===== src/rtl/m4inv_pkg.sv =====
// Shared types, widths and index tables for the 4x4 matrix inverse.
`default_nettype none
package m4inv_pkg;

    localparam int ELEM_W   = 32;
    localparam int MAG_W    = 96;
    localparam int PROD_W   = 128;
    localparam int COF_W    = 98;
    localparam int ACC_W    = 132;
    localparam int QUO_W    = 33;
    localparam int DIV_LAST = 32;

    typedef enum logic [4:0] {
        ST_IDLE,
        ST_COF_INIT,
        ST_TERM_INIT,
        ST_MUL_LOAD,
        ST_MUL,
        ST_MUL_DONE,
        ST_TERM_ACC,
        ST_COF_STORE,
        ST_DET_INIT,
        ST_DET_LOAD,
        ST_DMUL,
        ST_DET_ACC,
        ST_DET_CHECK,
        ST_DIV_INIT,
        ST_DIV_PRE,
        ST_DIV,
        ST_DIV_FIN,
        ST_EMIT
    } state_t;

    typedef enum logic [3:0] {
        OP_NONE,
        OP_CLR_ACC,
        OP_TERM_INIT,
        OP_MUL_LOAD,
        OP_MUL_STEP,
        OP_MUL_DONE,
        OP_TERM_ACC,
        OP_COF_STORE,
        OP_DET_LOAD,
        OP_DET_ACC,
        OP_DET_CHECK,
        OP_DIV_INIT,
        OP_DIV_PRE,
        OP_DIV_STEP,
        OP_DIV_FIN
    } op_t;

    typedef struct packed {
        op_t        op;
        logic [3:0] src_addr;
        logic [3:0] cof_addr;
        logic [1:0] chunk;
        logic       flip;
        logic [3:0] out_idx;
        logic       wr_elem;
    } cmd_t;

    typedef struct packed {
        logic singular;
    } stat_t;

    function automatic logic [1:0] perm_col(input logic [2:0] p, input logic [1:0] k);
        logic [5:0] row;
        case (p)
            3'd0:    row = {2'd2, 2'd1, 2'd0};
            3'd1:    row = {2'd0, 2'd2, 2'd1};
            3'd2:    row = {2'd1, 2'd0, 2'd2};
            3'd3:    row = {2'd1, 2'd2, 2'd0};
            3'd4:    row = {2'd0, 2'd1, 2'd2};
            3'd5:    row = {2'd2, 2'd0, 2'd1};
            default: row = {2'd2, 2'd1, 2'd0};
        endcase
        return row[2*k +: 2];
    endfunction

    function automatic logic perm_odd(input logic [2:0] p);
        return (p >= 3'd3);
    endfunction

    function automatic logic [1:0] skip_idx(input logic [1:0] excl, input logic [1:0] k);
        return (k < excl) ? k : k + 2'd1;
    endfunction

    function automatic logic [ELEM_W-1:0] elem_mag(input logic [ELEM_W-1:0] v);
        return v[ELEM_W-1] ? (~v + 1'b1) : v;
    endfunction

endpackage
`default_nettype wire


===== src/rtl/m4inv_ctrl.sv =====
// Sequencer for cofactor, determinant, division and result phases.
`default_nettype none
module m4inv_ctrl (
    input  wire logic            aclk,
    input  wire logic            aresetn,
    input  wire logic            s_tvalid,
    input  wire logic            s_compute,
    output logic                 s_tready,
    output logic                 m_tvalid,
    input  wire logic            m_tready,
    output m4inv_pkg::cmd_t      cmd,
    input  wire m4inv_pkg::stat_t stat
);

    m4inv_pkg::state_t state_reg, state_next;
    logic [3:0] idx_reg, idx_next;
    logic [2:0] p_reg, p_next;
    logic [1:0] k_reg, k_next;
    logic [1:0] chunk_reg, chunk_next;
    logic [5:0] cnt_reg, cnt_next;

    logic [1:0] r_idx, c_idx;
    assign r_idx = idx_reg[3:2];
    assign c_idx = idx_reg[1:0];

    always_ff @(posedge aclk) begin
        if (!aresetn) begin
            state_reg <= m4inv_pkg::ST_IDLE;
            idx_reg   <= '0;
            p_reg     <= '0;
            k_reg     <= '0;
            chunk_reg <= '0;
            cnt_reg   <= '0;
        end else begin
            state_reg <= state_next;
            idx_reg   <= idx_next;
            p_reg     <= p_next;
            k_reg     <= k_next;
            chunk_reg <= chunk_next;
            cnt_reg   <= cnt_next;
        end
    end

    always_comb begin
        state_next = state_reg;
        idx_next   = idx_reg;
        p_next     = p_reg;
        k_next     = k_reg;
        chunk_next = chunk_reg;
        cnt_next   = cnt_reg;
        case (state_reg)
            m4inv_pkg::ST_IDLE: begin
                if (s_tvalid && s_compute) begin
                    idx_next   = '0;
                    state_next = m4inv_pkg::ST_COF_INIT;
                end
            end
            m4inv_pkg::ST_COF_INIT: begin
                p_next     = '0;
                state_next = m4inv_pkg::ST_TERM_INIT;
            end
            m4inv_pkg::ST_TERM_INIT: begin
                k_next     = '0;
                state_next = m4inv_pkg::ST_MUL_LOAD;
            end
            m4inv_pkg::ST_MUL_LOAD: begin
                chunk_next = 2'd2;
                state_next = m4inv_pkg::ST_MUL;
            end
            m4inv_pkg::ST_MUL: begin
                if (chunk_reg == 2'd0) begin
                    state_next = m4inv_pkg::ST_MUL_DONE;
                end else begin
                    chunk_next = chunk_reg - 2'd1;
                end
            end
            m4inv_pkg::ST_MUL_DONE: begin
                if (k_reg == 2'd2) begin
                    state_next = m4inv_pkg::ST_TERM_ACC;
                end else begin
                    k_next     = k_reg + 2'd1;
                    state_next = m4inv_pkg::ST_MUL_LOAD;
                end
            end
            m4inv_pkg::ST_TERM_ACC: begin
                if (p_reg == 3'd5) begin
                    state_next = m4inv_pkg::ST_COF_STORE;
                end else begin
                    p_next     = p_reg + 3'd1;
                    state_next = m4inv_pkg::ST_TERM_INIT;
                end
            end
            m4inv_pkg::ST_COF_STORE: begin
                idx_next = idx_reg + 4'd1;
                if (idx_reg == 4'd15) begin
                    state_next = m4inv_pkg::ST_DET_INIT;
                end else begin
                    state_next = m4inv_pkg::ST_COF_INIT;
                end
            end
            m4inv_pkg::ST_DET_INIT: begin
                state_next = m4inv_pkg::ST_DET_LOAD;
            end
            m4inv_pkg::ST_DET_LOAD: begin
                chunk_next = 2'd2;
                state_next = m4inv_pkg::ST_DMUL;
            end
            m4inv_pkg::ST_DMUL: begin
                if (chunk_reg == 2'd0) begin
                    state_next = m4inv_pkg::ST_DET_ACC;
                end else begin
                    chunk_next = chunk_reg - 2'd1;
                end
            end
            m4inv_pkg::ST_DET_ACC: begin
                if (idx_reg[1:0] == 2'd3) begin
                    idx_next   = '0;
                    state_next = m4inv_pkg::ST_DET_CHECK;
                end else begin
                    idx_next   = idx_reg + 4'd1;
                    state_next = m4inv_pkg::ST_DET_LOAD;
                end
            end
            m4inv_pkg::ST_DET_CHECK: begin
                state_next = m4inv_pkg::ST_DIV_INIT;
            end
            m4inv_pkg::ST_DIV_INIT: begin
                if (stat.singular) begin
                    state_next = m4inv_pkg::ST_DIV_FIN;
                end else begin
                    state_next = m4inv_pkg::ST_DIV_PRE;
                end
            end
            m4inv_pkg::ST_DIV_PRE: begin
                cnt_next   = 6'(m4inv_pkg::DIV_LAST);
                state_next = m4inv_pkg::ST_DIV;
            end
            m4inv_pkg::ST_DIV: begin
                if (cnt_reg == 6'd0) begin
                    state_next = m4inv_pkg::ST_DIV_FIN;
                end else begin
                    cnt_next = cnt_reg - 6'd1;
                end
            end
            m4inv_pkg::ST_DIV_FIN: begin
                state_next = m4inv_pkg::ST_EMIT;
            end
            m4inv_pkg::ST_EMIT: begin
                if (m_tready) begin
                    idx_next = idx_reg + 4'd1;
                    if (idx_reg == 4'd15) begin
                        state_next = m4inv_pkg::ST_IDLE;
                    end else begin
                        state_next = m4inv_pkg::ST_DIV_INIT;
                    end
                end
            end
            default: begin
                state_next = m4inv_pkg::ST_IDLE;
            end
        endcase
    end

    always_comb begin
        cmd          = '0;
        cmd.op       = m4inv_pkg::OP_NONE;
        cmd.chunk    = chunk_reg;
        cmd.out_idx  = idx_reg;
        cmd.flip     = m4inv_pkg::perm_odd(p_reg) ^ r_idx[0] ^ c_idx[0];
        cmd.src_addr = {m4inv_pkg::skip_idx(r_idx, k_reg),
                        m4inv_pkg::skip_idx(c_idx, m4inv_pkg::perm_col(p_reg, k_reg))};
        cmd.cof_addr = idx_reg;
        s_tready     = 1'b0;
        m_tvalid     = 1'b0;
        case (state_reg)
            m4inv_pkg::ST_IDLE: begin
                s_tready    = 1'b1;
                cmd.wr_elem = s_tvalid;
            end
            m4inv_pkg::ST_COF_INIT:  cmd.op = m4inv_pkg::OP_CLR_ACC;
            m4inv_pkg::ST_TERM_INIT: cmd.op = m4inv_pkg::OP_TERM_INIT;
            m4inv_pkg::ST_MUL_LOAD:  cmd.op = m4inv_pkg::OP_MUL_LOAD;
            m4inv_pkg::ST_MUL:       cmd.op = m4inv_pkg::OP_MUL_STEP;
            m4inv_pkg::ST_MUL_DONE:  cmd.op = m4inv_pkg::OP_MUL_DONE;
            m4inv_pkg::ST_TERM_ACC:  cmd.op = m4inv_pkg::OP_TERM_ACC;
            m4inv_pkg::ST_COF_STORE: cmd.op = m4inv_pkg::OP_COF_STORE;
            m4inv_pkg::ST_DET_INIT:  cmd.op = m4inv_pkg::OP_CLR_ACC;
            m4inv_pkg::ST_DET_LOAD: begin
                cmd.op       = m4inv_pkg::OP_DET_LOAD;
                cmd.src_addr = {2'd0, idx_reg[1:0]};
                cmd.cof_addr = {2'd0, idx_reg[1:0]};
            end
            m4inv_pkg::ST_DMUL:      cmd.op = m4inv_pkg::OP_MUL_STEP;
            m4inv_pkg::ST_DET_ACC:   cmd.op = m4inv_pkg::OP_DET_ACC;
            m4inv_pkg::ST_DET_CHECK: cmd.op = m4inv_pkg::OP_DET_CHECK;
            m4inv_pkg::ST_DIV_INIT: begin
                cmd.op       = m4inv_pkg::OP_DIV_INIT;
                cmd.cof_addr = {idx_reg[1:0], idx_reg[3:2]};
            end
            m4inv_pkg::ST_DIV_PRE:   cmd.op = m4inv_pkg::OP_DIV_PRE;
            m4inv_pkg::ST_DIV:       cmd.op = m4inv_pkg::OP_DIV_STEP;
            m4inv_pkg::ST_DIV_FIN:   cmd.op = m4inv_pkg::OP_DIV_FIN;
            m4inv_pkg::ST_EMIT:      m_tvalid = 1'b1;
            default:                 cmd.op = m4inv_pkg::OP_NONE;
        endcase
    end

endmodule
`default_nettype wire


===== config.mk =====
export PLATFORM = sky130hd
export DESIGN_NAME = m4inv_ctrl
export DESIGN_NICKNAME = d
export VERILOG_FILES = /design/src/rtl/m4inv_pkg.sv /design/src/rtl/m4inv_ctrl.sv
export SDC_FILE = /design/constraint.sdc
export NUM_CORES = 1
export LEC_CHECK = 0
export ABC_AREA = 0
export BUFFER_PORTS_ARGS = -buffer_cell sky130_fd_sc_hd__clkbuf_2
export CAP_MARGIN = 0
export CORE_ASPECT_RATIO = 2
export CORE_MARGIN = 2
export CORE_UTILIZATION = 55
export CTS_BUF_LIST = sky130_fd_sc_hd__clkbuf_8 sky130_fd_sc_hd__clkbuf_16
export CTS_CLUSTER_SIZE = 25
export DETAILED_ROUTE_END_ITERATION = 6
export GPL_TIMING_DRIVEN = 0
export MAX_ROUTING_LAYER = met4
export PLACE_DENSITY = 0.76
export SKIP_CTS_REPAIR_TIMING = 1
export SYNTH_ARGS = -nofsm -noshare
export SYNTH_HDL_FRONTEND = slang
export SYNTH_SLANG_ARGS = --single-unit

===== constraint.sdc =====
create_clock -name aclk -period 2.4 [get_ports aclk]
set_input_delay 0 -clock aclk [delete_from_list [all_inputs] [get_ports aclk]]
set_output_delay 0 -clock aclk [all_outputs]
set_load 0.005 [all_outputs]

==> reports/qor.csv, run 1 <==
stage;metric;value;unit
setup_path;FF-to-FF End;state_reg[0];
synth;register area share after synthesis;21.5;%
final_layout;# fillers;340;
setup_path;critical path class;reg -> out;
routing;DR WL met2;3560;um
die;die height;90.4;um
setup_path;critical path cell sequence;inv_4, ha_4, mux2_4, o31a_1, o22ai_4, ha_4, o22ai_2, xor2_1, mux2i_1, clkbuf_2;
timing;skew final;0.00377;ns
die;Ports;28;
setup_path;startpoint class of the critical path;flop;
power;Max IR drop VDD;0.388;mV
routing;DRC viols;0;
setup_path;CP Capture Type;output port;
setup_path;Required @ worst endpoint;2.40;ns
die;die area;0.00426;mm2
hold_path;worst hold path type;in -> reg;
timing;unrepaired setup endpoints after global routing;true;
setup_path;critical path peak fanout;7;
global_routing;vias in the first global route;2163;
routing;final antenna-violating net count;0;
clock_network;H-tree Lvls;1;
timing;Pins Over Slew Limit;0;
outcome;failing checks;negative setup slack;
setup_path;Slowest-stage cell, CP;dfxtp_4;
final_layout;# diodes;0;
final_layout;max reg flops;6;
clock_network;CTS clk-pin slew, worst paths;0.08;ns
die;row cnt;31;
synth;EDFF count, synth;0;
clock_network;clock root cell;clkbuf_8;
synth;most numerous cell in the Yosys netlist;nor2_1;
power;Leak;0.000925;uW
placement;DP Area;0.00224;mm2
setup_path;CP max stage delay;0.40;ns
placement;routability cong.;1.01;
routing;vias per cell;6.30;
global_routing;largest net degree at the start of global routing;13;
synth;leading post-synthesis cells by cell area;dfxtp_1 (21%), ha_1 (8.5%), nor2_1 (5.7%);
hold_path;hold depth;3;
hold_path;Min-Delay Endpoint;chunk_reg[0];
routing;via count;2299;
synth;most frequent cells after synthesis;nor2_1 (31), nand2_1 (26), a21oi_1 (23), dfxtp_1 (22), inv_1 (19);
routing;M1 WL;2160;um
routing;Top Metal Used;met4;
timing;Slew headroom;30.2;%
routing;First DRT Iteration DRCs;111;
clock_network;clk sinks;22;
global_routing;global-route wire length before repair;10100;um
synth;Syn Std Cell Area;0.00205;mm2
final_layout;Post-Route Utilization;66.9;%
clock_network;clock buffer count from CTS;3;
setup_path;Reg-to-Reg Start;idx_reg[0];
final_layout;final std cells w/o fill;365;
placement;number of I/O port buffers;26;
final_layout;share of cells above drive strength 1;19.9;%
global_routing;remaining global-route overflow;0;
global_routing;initial antenna violation count;0;
timing;Hold Fails Final Rpt;0;
timing;Final Setup Violations;1;
placement;Post-DP HPWL;4820;um
clock_network;clk_lat worst skew;0.28;ns
die;Initial Utilization;56.9;%
timing;Max Fclk;414;MHz
synth;Mean Syn Cell Area;7.22;um2
synth;Yosys Warn Count;0;
die;area of the core;0.00361;mm2
routing;routed length on met3;357;um
clock_network;Max Root-Sink Buffers;2;
timing;worst-margin pin slew;1.04;ns
setup_path;R2R depth;6;
power;pwr dens;640;mW/mm2
hold_path;Hold Crit Start;aresetn;
setup_path;critical path's most frequent cell;ha_4;
final_layout;nets;337;
placement;placed cell count;359;
timing;fin crit period;2.42;ns
synth;Yosys cell types;57;
clock_network;CTS tree;yes;
die;die span in x;47.2;um
routing;drt wl/cell;17.4;um
setup_path;Worst EP arrival;2.42;ns
timing;setup ws final;-0.0179;ns
synth;Primary FF master, synth;dfxtp_1;
synth;top-area cell type share of the netlist area;21.5;%
synth;Synth area leader;dfxtp_1;
synth;synthesized netlist cell count;284;
synth;Synth Register Bits;22;
job;max-cap violations;0;
outcome;outcome;finished with violations;
final_layout;fin area;0.00241;mm2
timing;Fin Setup TNS;-0.0179;ns
routing;1st-pass router iterations;5;
power;Total Power;1540;uW
synth;syn nets;304;
synth;async set or reset register ratio after synthesis;0;%
final_layout;synth-to-layout area growth;17.6;%
routing;Post-Route WL;6360;um
setup_path;Worst R2R Setup Slack;0.28;ns
global_routing;GRT Util Overall;32.9;%
timing;Tcrit/Tclk final;101;%
area by class of cell:
| cell class | instances | area (um2) | share of cell area, % |
|---|---|---|---|
| sequential | 22 | 449 | 18.6 |
| buffer | 17 | 81.3 | 3.37 |
| multi-input combinational | 226 | 1550 | 64.1 |
| inverter | 19 | 73.8 | 3.06 |
| tap | 49 | 61.3 | 2.54 |
| clock buffer | 4 | 55.1 | 2.28 |
| timing repair buffer | 28 | 145 | 6.02 |
worst max-delay path by stage:
stage                        start      end  slack [ns]  depth (start not counted)
after CTS                 p_reg[0]  cmd[12]       -0.42                         11
after floorplan           p_reg[0]  cmd[12]        0.30                         10
final                     p_reg[0]  cmd[13]       -0.02                         10
after global placement    p_reg[0]  cmd[12]       -0.06                         11
after detailed placement  p_reg[0]  cmd[12]       -0.12                         11
after global routing      p_reg[0]  cmd[12]       -0.13                         11
per-stage QoR:
stage	hold WS [ns]	worst slack (ns)
final	0.152	-0.0179
after global routing	0.210	-0.130
after CTS	0.155	-0.415
after detailed placement	0.324	-0.118
after global placement	0.318	-0.0589
after floorplan	0.132	0.296
critical path, delay by kind of cell, from the launching register on:
kind,cells,cell delay [ns]
multiplexers,2,0.36
XOR/XNOR,1,0.16
adder cells (fa/ha/maj),2,0.40
buffers and inverters,2,0.17
AO/OA/AOI/OAI,3,0.63
flip-flops,1,0.40
metal layers:
layer	track usage (%)	vias up
met5	-	-
li1	-	1093
met2	57.8	111
met4	14.6	0
met1	32.5	1065
met3	5.80	30
kinds of logic (layout without fill, tap and decap cells):
group	Yosys count	in the layout	share of synthesized area [%]
and+or+nand+nor	120	120	31.2
AOI/OAI and AO/OA	81	81	26.3
buffers and inverters	36	68	7.44
DFF	22	22	21.5
adders and majority gates	14	14	8.54
xor gates and xnor gates	8	8	3.42
muxes	3	3	1.59
cell usage in the layout, fill, tap and decap left out, drive strengths merged, types with 4 or more instances in the layout:
cell and instances:
a31oi 4, o22ai 5, nor2 31, a21oi 23
nor2b 7, nand3 6, a211oi 4, nand2b 6
buf 14, nor4 4, o21ai 16, dfxtp 22
nand2 27, ha 14, clkbuf 35, o211ai 5
nor3b 6, or3 4, xnor2 5, inv 19
nor3 7
power breakdown:
part	switching, uW	internal (uW)	leakage, uW
clock	134	147	0.0000288
sequential	38.5	395	0.000180
combinational	520	309	0.000716
Note: power is estimated with default switching activity, not from simulation.
==> inputs of run 2 (changes only) <==
--- a/config.mk
+++ b/config.mk
@@ -5,7 +5,7 @@
 export SDC_FILE = /design/constraint.sdc
 export NUM_CORES = 1
 export LEC_CHECK = 0
-export ABC_AREA = 0
+export ABC_AREA = 1
 export BUFFER_PORTS_ARGS = -buffer_cell sky130_fd_sc_hd__clkbuf_2
 export CAP_MARGIN = 0
 export CORE_ASPECT_RATIO = 2
==> run 2 against run 1 <==
The flow now finishes without violations. Count of clock-buffer cells in the layout down 1. Sequential power up 17%. Core utilization down 2.7 points. Wire length down 12%. Hold slack worse by 0.10 ns.
==> reports/qor.csv, run 2 <==
stage;metric;value;unit;change
outcome;outcome;finished clean;;
setup_path;Slowest-stage cell, CP;dfxtp_4;;
power;Leak;0.00107;uW;+15%
clock_network;H-tree Lvls;1;;unchanged
synth;top-area cell type share of the netlist area;23.3;%;+1.9 points
synth;Mean Syn Cell Area;6.05;um2;-16%
routing;Post-Route WL;5580;um;-12%
global_routing;largest net degree at the start of global routing;12;;-1
setup_path;Critical path origin;p_reg[0];;
final_layout;Post-Route Utilization;64.2;%;-2.7 points
setup_path;CP bufs+invs;2;;unchanged
timing;setup ws final;0.0955;ns;+0.113 ns
clock_network;clk sinks;22;;unchanged
timing;skew final;0.000534;ns;-0.00324 ns
final_layout;most common cell after layout, fill and taps aside;nand2_1;;
setup_path;CP max stage delay;0.35;ns;-0.05 ns
routing;drt wl/cell;14.9;um;-14%
routing;1st-pass router iterations;4;;-1
clock_network;clock buffer count from CTS;3;;unchanged
clock_network;CTS tree;yes;;
synth;most numerous cell in the Yosys netlist;nand2_1;;
placement;Post-DP HPWL;4430;um;-8.1%
synth;Yosys cell types;29;;-49%
timing;Slew headroom;64.4;%;+34 points
setup_path;Required @ worst endpoint;2.40;ns;about the same
power;pwr dens;821;mW/mm2;+28%
placement;number of I/O port buffers;27;;+3.8%
timing;Pins Over Slew Limit;0;;unchanged
clock_network;clk_lat worst skew;0.27;ns;about the same
setup_path;Reg-to-Reg Start;state_reg[3];;
timing;Hold Fails Final Rpt;0;;unchanged
hold_path;worst hold path type;in -> reg;;
final_layout;synth-to-layout area growth;13.5;%;
global_routing;GRT Util Overall;30.9;%;-2.0 points
global_routing;vias in the first global route;1995;;-7.8%
setup_path;critical path peak fanout;3;;-4
final_layout;# fillers;368;;+8.2%
power;Max IR drop VDD;0.594;mV;+53%
placement;pre-CTS setup slack;0.236;ns;+0.354 ns
setup_path;delay-heaviest family, CP;simple AND/OR/NAND/NOR gates;;
setup_path;Worst EP arrival;2.30;ns;-0.12 ns
setup_path;critical path cell sequence;ha_1, ha_2, inv_2, nand2_2, a21oi_2, nand2_1, nand3_2, nand2_2, ha_1, nand2_1, nand2_1, nand2_2, nand2_1, nand2_1, nand2_1, clkbuf_2;;
synth;register area share after synthesis;23.3;%;+1.9 points
timing;Max Fclk;434;MHz;+4.9%
die;die height;86.9;um;-3.9%
routing;via count;2059;;-10%
setup_path;critical path's most frequent cell;nand2_1;;
routing;First DRT Iteration DRCs;46;;-59%
die;Initial Utilization;56.5;%;-0.33 points
global_routing;initial antenna violation count;0;;unchanged
synth;Yosys Warn Count;0;;unchanged
timing;fin crit period;2.30;ns;-0.113 ns
hold_path;Hold Crit Start;m_tready;;
final_layout;share of cells above drive strength 1;18.7;%;-1.3 points
placement;routability cong.;1.06;;+5.0%
final_layout;max reg flops;6;;unchanged
routing;DRC viols;0;;unchanged
die;row cnt;30;;-3.2%
setup_path;critical path class;reg -> out;;
setup_path;startpoint class of the critical path;flop;;
timing;final hold slack;0.0491;ns;-0.103 ns
synth;Primary FF master, synth;dfxtp_1;;
die;Ports;28;;unchanged
synth;Synth area leader;dfxtp_1;;
synth;synthesized netlist cell count;312;;+9.9%
die;die span in x;45.4;um;-3.7%
routing;vias per cell;5.49;;-13%
synth;Synth Register Bits;22;;unchanged
clock_network;CTS clk-pin slew, worst paths;0.08;ns;about the same
die;die area;0.00395;mm2;-7.4%
synth;leading post-synthesis cells by cell area;dfxtp_1 (23%), nand2_1 (17%), ha_1 (9.3%);;
setup_path;CP Capture Type;output port;;
job;max-cap violations;0;;unchanged
clock_network;clock root cell;clkbuf_8;;
routing;final antenna-violating net count;0;;unchanged
die;area of the core;0.00334;mm2;-7.4%
synth;syn nets;332;;+9.2%
clock_network;Max Root-Sink Buffers;2;;unchanged
synth;EDFF count, synth;0;;unchanged
synth;async set or reset register ratio after synthesis;0;%;unchanged
synth;Syn Std Cell Area;0.00189;mm2;-7.9%
global_routing;global-route wire length before repair;8740;um;-13%
timing;Final Setup Violations;0;;-1
final_layout;most frequent cells in the layout;nand2_1 (81), inv_1 (40), nor2_1 (32);;
timing;worst-margin pin slew;0.535;ns;-0.510 ns
final_layout;nets;365;;+8.3%
timing;Tcrit/Tclk final;96.0;%;-4.7 points
global_routing;remaining global-route overflow;0;;unchanged
final_layout;# diodes;0;;unchanged
synth;most frequent cells after synthesis;nand2_1 (84), inv_1 (42), nor2_1 (32), nand3_1 (24), o21ai_0 (23);;
run 2: cell count changes after synthesis, sizes merged, moves of 6 or more:
cell | previous run | this run
buf | 11 | 0
inv | 19 | 48
nand2 | 27 | 87
nand2b | 6 | 0
nand3 | 6 | 26
nor2 | 31 | 40
nor2b | 7 | 0
nor3b | 6 | 0
o21ai | 16 | 27
run 2: worst reg2reg max path, delay by kind of cell, from the launching register on:
kind                   cells  cell delay (ns)
AO/OA/AOI/OAI              2             0.30
AND/OR/NAND/NOR            5             0.85
buffers and inverters      1             0.12
flip-flops                 1             0.46
run 2: worst paths after layout:
kind	end	slack [ns]	depth (start not counted)
setup / recovery	cmd[13]	0.1	16
hold reg to reg	cnt_reg[0]	0.46	2
hold / removal	state_reg[4]	0.05	4
setup reg to reg	state_reg[1]	0.60	8
run 2: area by class of cell:
cell class	count	area [um2]	area share [%]
buffer	2	7.51	0.350
tap	32	40.0	1.87
clock buffer	3	41.3	1.93
timing repair buffer	28	143	6.65
sequential	22	447	20.8
inverter	48	180	8.41
multi-input combinational	240	1280	60.0
run 2: where the power goes:
group | internal (uW) | switching [uW] | total (uW)
clock | 113 | 129 | 242
combinational | 363 | 647 | 1010
sequential | 422 | 86.2 | 508
total | 898 | 862 | 1760
run 2: cell families after synthesis:
logic type                 after synthesis  share of synthesized area [%]
AOI/OAI and AO/OA                       57                           16.4
xor gates and xnor gates                 6                           2.78
adders and majority gates               14                           9.28
buffers and inverters                   50                           9.94
DFF                                     22                           23.3
and+or+nand+nor                        163                           38.2
run 2: through the flow:
stage	setup TNS [ns]	area (um2)	std cells	power, uW
global route	-0.0600	2140	375	1900
global placement	0	2060	371	1440
detailed placement	0	2060	371	1450
CTS	-0.110	2100	374	1690
finish	0	2140	375	1760
floorplan	0	1890	312	1150
run 2: metal layers:
| metal | global-route usage (%) | wire [um] |
|---|---|---|
| met1 | 27.6 | 1890 |
| met2 | 59.4 | 3290 |
| met3 | 1.87 | 180 |
| met4 | 15.5 | 216 |
| met5 | - | 0 |
==> inputs of run 3 (changes only) <==
--- a/config.mk
+++ b/config.mk
@@ -9,14 +9,13 @@
 export BUFFER_PORTS_ARGS = -buffer_cell sky130_fd_sc_hd__clkbuf_2
 export CAP_MARGIN = 0
 export CORE_ASPECT_RATIO = 2
-export CORE_MARGIN = 2
-export CORE_UTILIZATION = 55
+export CORE_UTILIZATION = 40
 export CTS_BUF_LIST = sky130_fd_sc_hd__clkbuf_8 sky130_fd_sc_hd__clkbuf_16
 export CTS_CLUSTER_SIZE = 25
 export DETAILED_ROUTE_END_ITERATION = 6
 export GPL_TIMING_DRIVEN = 0
 export MAX_ROUTING_LAYER = met4
-export PLACE_DENSITY = 0.76
+export PLACE_DENSITY = 0.58
 export SKIP_CTS_REPAIR_TIMING = 1
 export SYNTH_ARGS = -nofsm -noshare
 export SYNTH_HDL_FRONTEND = slang
==> constraint.sdc (replaced) <==
create_clock -name aclk -period 2.15 [get_ports aclk]
set_input_delay 0 -clock aclk [delete_from_list [all_inputs] [get_ports aclk]]
set_output_delay 0 -clock aclk [all_outputs]
set_load 0.005 [all_outputs]
==> run 3 against run 2 <==
The flow now finishes with violations (negative setup slack). Hold slack about the same. First-iteration DRC count up 17%. Highest routed layer unchanged. Flip-flop and latch count unchanged. Setup slack worse by 0.15 ns. Clock power grew 33%. Die area is 27% higher. Critical endpoint unchanged. Clock skew rose by 0.0023 ns. Non-clock buffer count grew 2. Total power up 22%. Largest power group unchanged. Count of clock-buffer cells in the layout rose by 1.
==> reports/qor.csv, run 3 (synthesized netlist as in run 2, its figures left out) <==
stage;metric;value;unit;change
final_layout;# diodes;0;;unchanged
final_layout;fin area;0.00229;mm2;+7.0%
timing;Final Setup Violations;2;;+2
power;clock power share;15.0;%;+1.3 points
timing;unrepaired setup endpoints after global routing;true;;
setup_path;startpoint class of the critical path;flop;;
power;Flop pwr share;28.1;%;-0.8 points
setup_path;critical path peak fanout;4;;+1
clock_network;clk_lat worst skew;0.28;ns;about the same
power;pwr dens;938;mW/mm2;+14%
hold_path;worst hold path type;in -> reg;;
power;Total Power;2150;uW;+22%
routing;vias per cell;5.22;;-5.0%
placement;placed cell count;394;;+6.2%
final_layout;most common cell after layout, fill and taps aside;nand2_1;;
setup_path;Worst EP arrival;2.21;ns;-0.09 ns
hold_path;Hold Crit Start;aresetn;;
placement;DP Area;0.00209;mm2;+1.4%
placement;routability cong.;0.959;;-9.3%
power;sw frac;48.1;%;-0.86 points
timing;fin crit period;2.21;ns;
timing;skew final;0.00283;ns;+0.00230 ns
clock_network;CTS tree;yes;;
global_routing;global-route wire length before repair;8760;um;+0.24%
die;die height;99.2;um;+14%
global_routing;remaining global-route overflow;0;;unchanged
routing;First DRT Iteration DRCs;54;;+17%
routing;final antenna-violating net count;0;;unchanged
final_layout;share of cells above drive strength 1;22.0;%;+3.3 points
clock_network;CTS clk-pin slew, worst paths;0.09;ns;about the same
final_layout;final std cells w/o fill;401;;+6.9%
final_layout;nets;367;;+0.55%
power;Psw;1040;uW;+20%
setup_path;Critical path origin;p_reg[1];;
setup_path;Reg-to-Reg Start;state_reg[3];;
timing;Slew headroom;63.4;%;-0.94 points
die;Ports;28;;unchanged
outcome;failing checks;negative setup slack;;
global_routing;largest net degree at the start of global routing;13;;+1
global_routing;vias in the first global route;2012;;+0.85%
clock_network;clk sinks;22;;unchanged
placement;number of I/O port buffers;27;;unchanged
routing;drt wl/cell;14.3;um;-3.8%
routing;via count;2092;;+1.6%
clock_network;clock root cell;clkbuf_8;;
setup_path;CP Capture Type;output port;;
clock_network;Max Root-Sink Buffers;2;;unchanged
final_layout;max reg flops;6;;unchanged
global_routing;GRT Util Overall;24.0;%;-6.8 points
setup_path;Required @ worst endpoint;2.15;ns;-0.25 ns
final_layout;# fillers;503;;+37%
final_layout;synth-to-layout area growth;21.5;%;
final_layout;Post-Route Utilization;50.4;%;-14 points
power;Leak;0.00109;uW;+2.3%
die;die span in x;50.6;um;+11%
die;die area;0.00502;mm2;+27%
routing;DRC viols;0;;unchanged
global_routing;initial antenna violation count;0;;unchanged
die;row cnt;35;;+17%
clock_network;H-tree Lvls;1;;unchanged
outcome;outcome;finished with violations;;
placement;Post-DP HPWL;4550;um;+2.8%
timing;Hold Fails Final Rpt;0;;unchanged
routing;1st-pass router iterations;4;;unchanged
routing;Post-Route WL;5750;um;+2.9%
timing;Fin Setup TNS;-0.0874;ns;-0.0874 ns
setup_path;critical path class;reg -> out;;
power;Max IR drop VDD;0.471;mV;-21%
die;Initial Utilization;41.5;%;-15 points
job;max-cap violations;0;;unchanged
die;area of the core;0.00455;mm2;+36%
timing;Max Fclk;453;MHz;
power;internal power;1120;uW;+24%
timing;worst-margin pin slew;0.549;ns;+0.0140 ns
timing;setup ws final;-0.0557;ns;-0.151 ns
timing;Tcrit/Tclk final;103;%;
final_layout;most frequent cells in the layout;nand2_1 (79), inv_1 (38), nor2_1 (31);;
clock_network;clock buffer count from CTS;3;;unchanged
timing;Pins Over Slew Limit;0;;unchanged
power;Logic pwr share;56.9;%;-0.5 points
-- run 3: changes by cell type in the layout (fill, tap and decap cells not counted), moves of 2 or more --
| cell | previous run | this run |
|---|---|---|
| buf_4 | 1 | 3 |
| inv_1 | 40 | 38 |
| nand2_1 | 81 | 79 |
| ha_2 | 2 | 0 |
| ha_4 | 0 | 6 |
| ha_1 | 12 | 8 |
-- run 3: final timing paths --
kind | end | slack [ns] | cells past startpoint
max | cmd[13] | -0.06 | 16
min | k_reg[0] | 0.05 | 3
max reg2reg | state_reg[3] | 0.31 | 8
min reg2reg | cnt_reg[0] | 0.46 | 2
-- run 3: worst max-delay path, cell delays in order (launching register included) --
cell	delay, ns
dfxtp_4	0.39
ha_4	0.17
ha_4	0.15
inv_2	0.05
nand2_2	0.05
a21oi_2	0.14
nand2_1	0.08
nand3_2	0.09
nand2_4	0.07
ha_4	0.26
nand2_2	0.04
nand2_1	0.07
nand2_2	0.07
nand2_1	0.06
nand2_1	0.06
nand2_1	0.05
clkbuf_2	0.11
-- run 3: power by group through the flow --
stage / clock [uW] / combinational, uW / sequential (uW)
after floorplan: 0 / 734 / 546
after global placement: 0 / 1050 / 568
after detailed placement: 0 / 1050 / 569
after CTS: 325 / 1060 / 559
after global routing: 336 / 1360 / 613
final: 323 / 1220 / 605
-- run 3: layer usage --
layer / vias up / global-route usage, % / share of wire, %
li1: 1077 / - / -
met1: 941 / 20.2 / 34
met2: 55 / 47.1 / 59
met3: 19 / 1.83 / 2.4
met4: 0 / 15.8 / 4.7
met5: - / - / 0
-- run 3: cell type report --
cell class                      count  area, um2  share of cell area [%]
Timing Repair Buffer               30        158                    6.87
Clock buffer                        4       55.1                    2.40
Tap cell                           55       68.8                    3.00
Sequential cell                    22        449                    19.6
Buffer                              2       7.51                   0.327
Multi-Input combinational cell    240       1370                    59.6
Inverter                           48        188                    8.18
-- run 3: through the flow --
step	hold WS, ns	setup slack, ns
final	0.0487	-0.0557
after global routing	0.0713	-0.161
after CTS	0.0594	-0.307
after detailed placement	0.301	-0.00155
after global placement	0.296	0.0145
after floorplan	0.116	0.372
